--- config.mk ---
export PLATFORM = sky130hd
export DESIGN_NAME = rom_mirrored_byte_checksum_top_flat
export DESIGN_NICKNAME = d
export VERILOG_FILES = /design/src/design/rmbc_pkg.sv /design/src/design/rmbc_byte_if.sv /design/src/design/rmbc_sum_if.sv /design/src/design/rom_mirrored_byte_checksum_top.sv /design/src/flat_wrapper.sv
export SDC_FILE = /design/constraint.sdc
export NUM_CORES = 1
export LEC_CHECK = 0
export BUFFER_PORTS_ARGS = -buffer_cell sky130_fd_sc_hd__buf_4
export CAP_MARGIN = 20
export CORE_AREA = 2 2 160 201
export CTS_CLUSTER_DIAMETER = 120
export CTS_CLUSTER_SIZE = 8
export DETAILED_ROUTE_END_ITERATION = 8
export DIE_AREA = 0 0 162 203
export GPL_TIMING_DRIVEN = 1
export PLACE_DENSITY = 0.53
export SYNTH_ARGS = -nofsm -noshare
export SYNTH_HDL_FRONTEND = slang
export SYNTH_SLANG_ARGS = --single-unit
--- constraint.sdc ---
create_clock -name clk_i -period 8.55 [get_ports clk_i]
set_input_delay 0.4275 -clock clk_i [delete_from_list [all_inputs] [get_ports clk_i]]
set_output_delay 0.4275 -clock clk_i [all_outputs]
set_load 0.05 [all_outputs]
--- src/design/rmbc_pkg.sv ---
`timescale 1ns / 1ps

package rmbc_pkg;

  localparam int SizeWidth = 24;
  localparam int SumWidth  = 16;
  localparam int ByteWidth = 8;
  localparam int IdxWidth  = $clog2(SizeWidth);

  // Highest bit of the image size that may set the length of the first part.
  localparam int TopMirrorBit = 23;

  typedef logic [SizeWidth-1:0] size_t;
  typedef logic [SumWidth-1:0]  sum_t;
  typedef logic [ByteWidth-1:0] byte_t;
  typedef logic [IdxWidth-1:0]  idx_t;

  localparam size_t ResetRomSize = size_t'(1);
  localparam sum_t  ComplementMask = 16'hFFFF;

  // Size bits that are allowed to define the first part.
  localparam size_t MirrorMask = (TopMirrorBit >= SizeWidth - 1) ? '1 :
      size_t'((64'd1 << (TopMirrorBit + 1)) - 64'd1);

endpackage

--- src/design/rmbc_byte_if.sv ---
`timescale 1ns / 1ps

interface rmbc_byte_if;
  import rmbc_pkg::*;

  logic  valid;
  logic  ready;
  byte_t rom_byte;

  modport source (output valid, output rom_byte, input ready);
  modport sink (input valid, input rom_byte, output ready);
endinterface

--- src/design/rmbc_sum_if.sv ---
`timescale 1ns / 1ps

interface rmbc_sum_if;
  import rmbc_pkg::*;

  logic valid;
  logic ready;
  sum_t checksum;
  sum_t complement;

  modport source (output valid, output checksum, output complement, input ready);
  modport sink (input valid, input checksum, input complement, output ready);
endinterface

--- src/design/rom_mirrored_byte_checksum_top.sv ---
`timescale 1ns / 1ps

// Mirrored byte checksum of a ROM image. Bytes enter one per cycle on byte_i
// in address order while byte_i.ready is high; after rom_size bytes one item
// with the 16-bit checksum and its complement leaves on sum_o, and the next
// byte starts a new image. Each byte passes an input register and one add
// between that register and the running sums; the last byte also shifts and
// adds the second-part sum on its way into the output register, so the
// sustained rate is one byte per cycle unless a result waits on sum_o.ready.
// Writing rom_size clears the image state and holds byte_i.ready low while
// the part lengths and the doubling shift are derived from it.
module rom_mirrored_byte_checksum_top (
  input  logic             clk_i,
  input  logic             rst_ni,
  input  logic             cfg_we_i,
  input  rmbc_pkg::size_t  cfg_data_i,
  rmbc_byte_if.sink        byte_i,
  rmbc_sum_if.source       sum_o
);
  import rmbc_pkg::*;

  localparam logic [1:0] SettleCycles = 2'd3;

  function automatic idx_t msb_index(size_t v);
    idx_t idx;
    idx = '0;
    for (int i = 0; i < SizeWidth; i++) begin
      if (v[i]) idx = idx_t'(i);
    end
    return idx;
  endfunction

  // Configuration and lengths derived from it.
  size_t      rom_size_q;
  logic [1:0] settle_q;
  idx_t       p_idx_q;
  size_t      p_len_q;
  logic       has_p_q;
  size_t      rest_len_q;
  idx_t       shift_q;
  logic       rest_zero_q;

  // Image state.
  size_t count_q;
  sum_t  first_q;
  sum_t  rest_q;

  logic  in_valid_q;
  byte_t byte_q;

  logic out_valid_q;
  sum_t checksum_q;
  sum_t complement_q;

  size_t masked_size;
  idx_t  p_idx_d;
  idx_t  rest_idx;
  idx_t  shift_d;
  size_t count_next;
  logic  is_last;
  logic  in_first;
  sum_t  first_new;
  sum_t  rest_new;
  sum_t  part2;
  sum_t  sum_d;
  logic  advance;
  logic  byte_accept;

  assign masked_size = rom_size_q & MirrorMask;
  assign p_idx_d     = msb_index(masked_size);
  assign rest_idx    = msb_index(rest_len_q);
  // Doubling the rest until it reaches the first part's length is a shift by
  // the distance between the two leading bits.
  assign shift_d     = (p_idx_q > rest_idx) ? idx_t'(p_idx_q - rest_idx) : '0;

  assign count_next = count_q + size_t'(1);
  assign is_last    = (count_next == rom_size_q);
  assign in_first   = (count_q < p_len_q);
  assign first_new  = in_first ? sum_t'(first_q + sum_t'(byte_q)) : first_q;
  assign rest_new   = in_first ? rest_q : sum_t'(rest_q + sum_t'(byte_q));
  assign part2      = rest_zero_q ? '0 : sum_t'(rest_new << shift_q);
  assign sum_d      = has_p_q ? sum_t'(first_new + part2) : '0;

  assign advance     = in_valid_q && (!is_last || !out_valid_q || sum_o.ready);
  assign byte_i.ready = (settle_q == 2'd0) && (!in_valid_q || advance);
  assign byte_accept = byte_i.valid && byte_i.ready;

  assign sum_o.valid      = out_valid_q;
  assign sum_o.checksum   = checksum_q;
  assign sum_o.complement = complement_q;

  always_ff @(posedge clk_i or negedge rst_ni) begin
    if (!rst_ni) begin
      rom_size_q  <= ResetRomSize;
      settle_q    <= 2'd0;
      p_idx_q     <= '0;
      p_len_q     <= size_t'(1);
      has_p_q     <= 1'b1;
      rest_len_q  <= '0;
      shift_q     <= '0;
      rest_zero_q <= 1'b1;
    end else begin
      if (cfg_we_i) begin
        rom_size_q <= cfg_data_i;
        settle_q   <= SettleCycles;
      end else if (settle_q != 2'd0) begin
        settle_q <= settle_q - 2'd1;
      end
      p_idx_q     <= p_idx_d;
      has_p_q     <= (masked_size != '0);
      p_len_q     <= (masked_size != '0) ? (size_t'(1) << p_idx_d) : '0;
      rest_len_q  <= rom_size_q - p_len_q;
      shift_q     <= shift_d;
      rest_zero_q <= (rest_len_q == '0);
    end
  end

  always_ff @(posedge clk_i or negedge rst_ni) begin
    if (!rst_ni) begin
      count_q     <= '0;
      first_q     <= '0;
      rest_q      <= '0;
      in_valid_q  <= 1'b0;
      out_valid_q <= 1'b0;
    end else begin
      if (cfg_we_i) begin
        count_q <= '0;
        first_q <= '0;
        rest_q  <= '0;
      end else if (advance) begin
        count_q <= is_last ? '0 : count_next;
        first_q <= is_last ? '0 : first_new;
        rest_q  <= is_last ? '0 : rest_new;
      end

      if (byte_accept) begin
        in_valid_q <= 1'b1;
      end else if (advance) begin
        in_valid_q <= 1'b0;
      end

      if (advance && is_last) begin
        out_valid_q <= 1'b1;
      end else if (sum_o.ready) begin
        out_valid_q <= 1'b0;
      end
    end
  end

  always_ff @(posedge clk_i) begin
    if (byte_accept) begin
      byte_q <= byte_i.rom_byte;
    end
    if (advance && is_last) begin
      checksum_q   <= sum_d;
      complement_q <= sum_d ^ ComplementMask;
    end
  end

  // No byte may enter while the derived lengths are being recomputed.
  assert property (@(posedge clk_i) disable iff (!rst_ni)
      cfg_we_i |=> !byte_i.ready)
    else $error("byte accepted while configuration settles");

  // The byte count never reaches a nonzero image size.
  assert property (@(posedge clk_i) disable iff (!rst_ni)
      (rom_size_q != '0) |-> (count_q < rom_size_q))
    else $error("byte count ran past the image size");

  // A last byte facing a stalled full output register stays in place.
  assert property (@(posedge clk_i) disable iff (!rst_ni)
      (in_valid_q && is_last && out_valid_q && !sum_o.ready) |=> in_valid_q)
    else $error("last byte dropped while the result was stalled");

endmodule
--- src/flat_wrapper.sv ---
// flat-port wrapper written by rule: the top's interface ports become plain ports
module rom_mirrored_byte_checksum_top_flat import rmbc_pkg::*;
  (clk_i, rst_ni, cfg_we_i, cfg_data_i, byte_i_valid, byte_i_rom_byte, byte_i_ready, sum_o_valid, sum_o_checksum, sum_o_complement, sum_o_ready);
  rmbc_byte_if byte_i_i ();
  rmbc_sum_if sum_o_i ();
  input  logic clk_i;
  input  logic rst_ni;
  input  logic cfg_we_i;
  input  rmbc_pkg::size_t cfg_data_i;
  input wire logic [$bits(byte_i_i.valid)-1:0] byte_i_valid;
  input wire logic [$bits(byte_i_i.rom_byte)-1:0] byte_i_rom_byte;
  output wire logic [$bits(byte_i_i.ready)-1:0] byte_i_ready;
  output wire logic [$bits(sum_o_i.valid)-1:0] sum_o_valid;
  output wire logic [$bits(sum_o_i.checksum)-1:0] sum_o_checksum;
  output wire logic [$bits(sum_o_i.complement)-1:0] sum_o_complement;
  input wire logic [$bits(sum_o_i.ready)-1:0] sum_o_ready;
  assign byte_i_i.valid = byte_i_valid;
  assign byte_i_i.rom_byte = byte_i_rom_byte;
  assign byte_i_ready = byte_i_i.ready;
  assign sum_o_valid = sum_o_i.valid;
  assign sum_o_checksum = sum_o_i.checksum;
  assign sum_o_complement = sum_o_i.complement;
  assign sum_o_i.ready = sum_o_ready;
  rom_mirrored_byte_checksum_top u_core (.clk_i(clk_i), .rst_ni(rst_ni), .cfg_we_i(cfg_we_i), .cfg_data_i(cfg_data_i), .byte_i(byte_i_i), .sum_o(sum_o_i));
endmodule
==> flow_metrics.env <==
export IMPL_outcome="finished, final reports clean"
export IMPL_worst_setup_path_end_kind="register"
export IMPL_slew_headroom=0.336
export IMPL_synthMuxAreaShare=0.0448
export IMPL_holdBufCountCts=0
export IMPL_vias=9941
export IMPL_diodes=0
export IMPL_synth_distinct_cells=76
export IMPL_firstDrtPassIters=5
export IMPL_synth_seq_area_share=0.392
export IMPL_avgSynthCellArea_um2=9.35
export IMPL_synth_edf_count=40
export IMPL_cts_clk_slew_worst_paths_ns=0.07
export IMPL_num_rows=72
export IMPL_die_h_um=203
export IMPL_routedWlPerCell_um=18.8
export IMPL_p_leak_nw=5.88
export IMPL_cts_sinks=184
export IMPL_synth_seq_cells=184
export IMPL_vias_per_cell=5.60
export IMPL_grt_pass1_wl_um=53800
export IMPL_synth_flop_cell="dfrtp_1"
export IMPL_start_util=0.399
export IMPL_final_core_util=0.445
export IMPL_drt_total_wl_um=33300
export IMPL_final_nets=1482
export IMPL_worstMarginPinSlew_ns=0.986
export IMPL_crit_arrival_ns=6.58
export IMPL_drt_iter0_markers=615
export IMPL_route_detailed_drc=0
export IMPL_netlist_instances=1314
export IMPL_finalMaxSlewViolations=0
export IMPL_synth_compound_area_frac=0.184
export IMPL_dpl_cell_area_mm2=0.0132
export IMPL_peakVddDrop_uv=99.9
export IMPL_synth_top_family_by_area="compound AO/OA/AOI/OAI gates"
export IMPL_cts_tree="done"
export IMPL_grt_pass1_vias=10216
export IMPL_grt_ovfl_total=0
export IMPL_reg2reg_slack_ns=2.17
export IMPL_synthesis_area_mm2=0.0123
export IMPL_crit_path_max_fanout=28
export IMPL_setup_viol=0
export IMPL_critPathKind="reg -> reg"
export IMPL_grt_max_degree=89
export IMPL_antenna_found_initial=0
export IMPL_reg2reg_depth=19
export IMPL_setup_tns_final_ns=0
export IMPL_rr_endpoint="u_core.sum_o.checksum[15]$_DFFE_PP_"
export IMPL_area_growth_pct=11.6
export IMPL_cts_setup_buffers=0
export IMPL_root_buffer="clkbuf_16"
export IMPL_p_per_area_mw_per_mm2=182
export IMPL_fmax_mhz=157
export IMPL_fillers=3024
export IMPL_synth_xor_area_frac=0.0705
export IMPL_fin_crit_sh=0.746
export IMPL_finalCriticalPeriod_ns=6.38
export IMPL_core_mm2=0.0308
export IMPL_hp_class="in -> async"
export IMPL_gp_congestion=0.892
export IMPL_rsz0062_at_grt="no"
export IMPL_synth_adder_area_share=0.0937
export IMPL_numCtsBuffers=17
export IMPL_yosys_warnings=0
export IMPL_start_kind="register"
export IMPL_place_ws_ns=2.17
export IMPL_worstSkewPairLatency_ns=0.44
export IMPL_die_w_um=162
export IMPL_grtUsageTotal=0.209
export IMPL_post_dp_hpwl_um=25500
export IMPL_die_area_mm2=0.0329
export IMPL_yosys_area_share_simple=0.168
export IMPL_required_ns=8.75
export IMPL_io_buffer_count=70
export IMPL_fin_skew_ns=0.0117
export IMPL_drive_gt1_frac=0.117
export IMPL_hold_violations=0
export IMPL_io_pins=71
export IMPL_maxCapViolations=0
export IMPL_setup_slack_ns=2.17
export IMPL_ant_nets=0
export IMPL_stdcell_area_mm2=0.0137
export IMPL_clockBufferDepth=2
export IMPL_syn_num_nets=1440
export IMPL_htreeDepth=4
export IMPL_synth_async_reset_ratio=0.783
export IMPL_cts_resized=0
export IMPL_rr_startpoint="u_core.count_q[21]$_DFFE_PN0P_"
==> logic make-up after synthesis <==
logic type,after synthesis
flip-flops,184
buffers and inverters,149
multiplexers,42
AND/OR/NAND/NOR,417
XOR/XNOR,94
AO/OA/AOI/OAI,339
adder cells (fa/ha/maj),89
==> worst max path at each step <==
stage / startpoint / to / slack [ns] / cells past startpoint
CTS: u_core.count_q[21]$_DFFE_PN0P_ / u_core.sum_o.checksum[15]$_DFFE_PP_ / 2.15 / 19
global route: u_core.count_q[21]$_DFFE_PN0P_ / u_core.sum_o.checksum[15]$_DFFE_PP_ / 1.62 / 19
global placement: u_core.count_q[21]$_DFFE_PN0P_ / u_core.sum_o.checksum[15]$_DFFE_PP_ / 2.17 / 19
finish: u_core.count_q[21]$_DFFE_PN0P_ / u_core.sum_o.checksum[15]$_DFFE_PP_ / 2.17 / 19
floorplan: u_core.count_q[21]$_DFFE_PN0P_ / u_core.sum_o.checksum[14]$_DFFE_PP_ / 3.22 / 20
detailed placement: u_core.count_q[21]$_DFFE_PN0P_ / u_core.sum_o.checksum[15]$_DFFE_PP_ / 2.17 / 19
==> final cells by class <==
class                   instances  area, um2  area share
clock buffers                  19        433      0.0316
clock inverters                13        105     0.00767
multi-input cells             981       6910       0.504
flip-flops and latches        184       4810       0.351
well taps                     407        509      0.0371
repair buffers                 77        582      0.0424
inverters                      95        357      0.0260
==> flip-flops by register name (all words and copies together), names as in the netlist <==
| signal | cells |
|---|---|
| u_core.count_q | 24 |
| u_core.rest_q | 16 |
| u_core.sum_o.valid | 1 |
| u_core.settle_q | 2 |
| u_core.in_valid_q | 1 |
| u_core.shift_q | 5 |
| u_core.sum_o.complement | 16 |
| u_core.p_len_q | 24 |
| u_core.byte_q | 8 |
| u_core.has_p_q | 1 |
| u_core.rest_len_q | 24 |
| u_core.rest_zero_q | 1 |
| u_core.first_q | 16 |
| u_core.p_idx_q | 5 |
| u_core.masked_size | 24 |
| u_core.sum_o.checksum | 16 |
==> power breakdown <==
part | switching (mW) | leakage, nW | total, mW | internal [mW]
Clock | 0.354 | 0.253 | 0.752 | 0.398
Sequential | 0.0756 | 2.23 | 1.05 | 0.976
Combinational | 0.413 | 3.40 | 0.692 | 0.279
==> cells in the final DEF (no fill, tap or decap), types with 19 or more instances in the layout <==
cell type / instances
xor2_1: 29
nand3_1: 30
mux2_2: 24
xnor2_1: 62
ha_1: 84
buf_4: 76
a31oi_1: 30
nor4_1: 25
dfrtp_1: 140
edfxtp_1: 40
nor3_1: 48
a22o_1: 24
nand2b_1: 22
a21oi_1: 80
o21ai_0: 56
inv_1: 95
nand2_1: 113
nor2_1: 83
nand4_1: 19
==> synthesized netlist by cell type, types with 15 or more instances <==
master	instances	area [um2]
dfrtp_1	140	3500
nand2_1	113	424
inv_1	95	357
ha_1	84	1050
nor2_1	84	315
a21oi_1	81	405
xnor2_1	62	543
o21ai_0	56	280
nor3_1	48	240
edfxtp_1	40	1200
clkbuf_1	36	135
a31oi_1	30	188
nand3_1	30	150
xor2_1	29	254
nor4_1	25	156
a22o_1	24	210
mux2_2	24	270
nand2b_1	22	138
nand4_1	19	119
nor2b_1	17	106
a21o_1	15	113
o21ai_1	15	75.1
==> metrics by stage <==
step,std cells,hold slack [ns],power [mW]
after floorplan,1314,0.132,1.56
after global placement,1744,0.473,1.76
after detailed placement,1744,0.480,1.76
after CTS,1776,0.0815,2.52
after global routing,1776,0.109,2.65
final,1776,0.0305,2.50
==> per-layer routing <==
metal  GRT usage  part of all wire  vias up
li1            -                 -     4847
met1       0.240              0.41     4831
met2       0.389              0.52      203
met3      0.0284             0.028       60
met4      0.0847             0.036        0
met5           0                 0        -
==> critical path, stage by stage (launching register included) <==
cell and delay [ns]:
dfrtp_1 0.44, ha_1 0.32, nand4_1 0.19, nor4_1 0.56, o2111ai_1 0.38, o211ai_4 0.75, mux4_2 0.63, nand2_1 0.13
nor2_1 0.10, ha_1 0.31, a21o_1 0.15, a21o_1 0.20, a2111oi_0 0.61, nor3_1 0.17, nor2_1 0.14, a21oi_1 0.11
a31oi_1 0.27, o21ai_0 0.13, xnor3_1 0.38, and2_1 0.16
No activity file was read; power rests on OpenSTA's default activity.
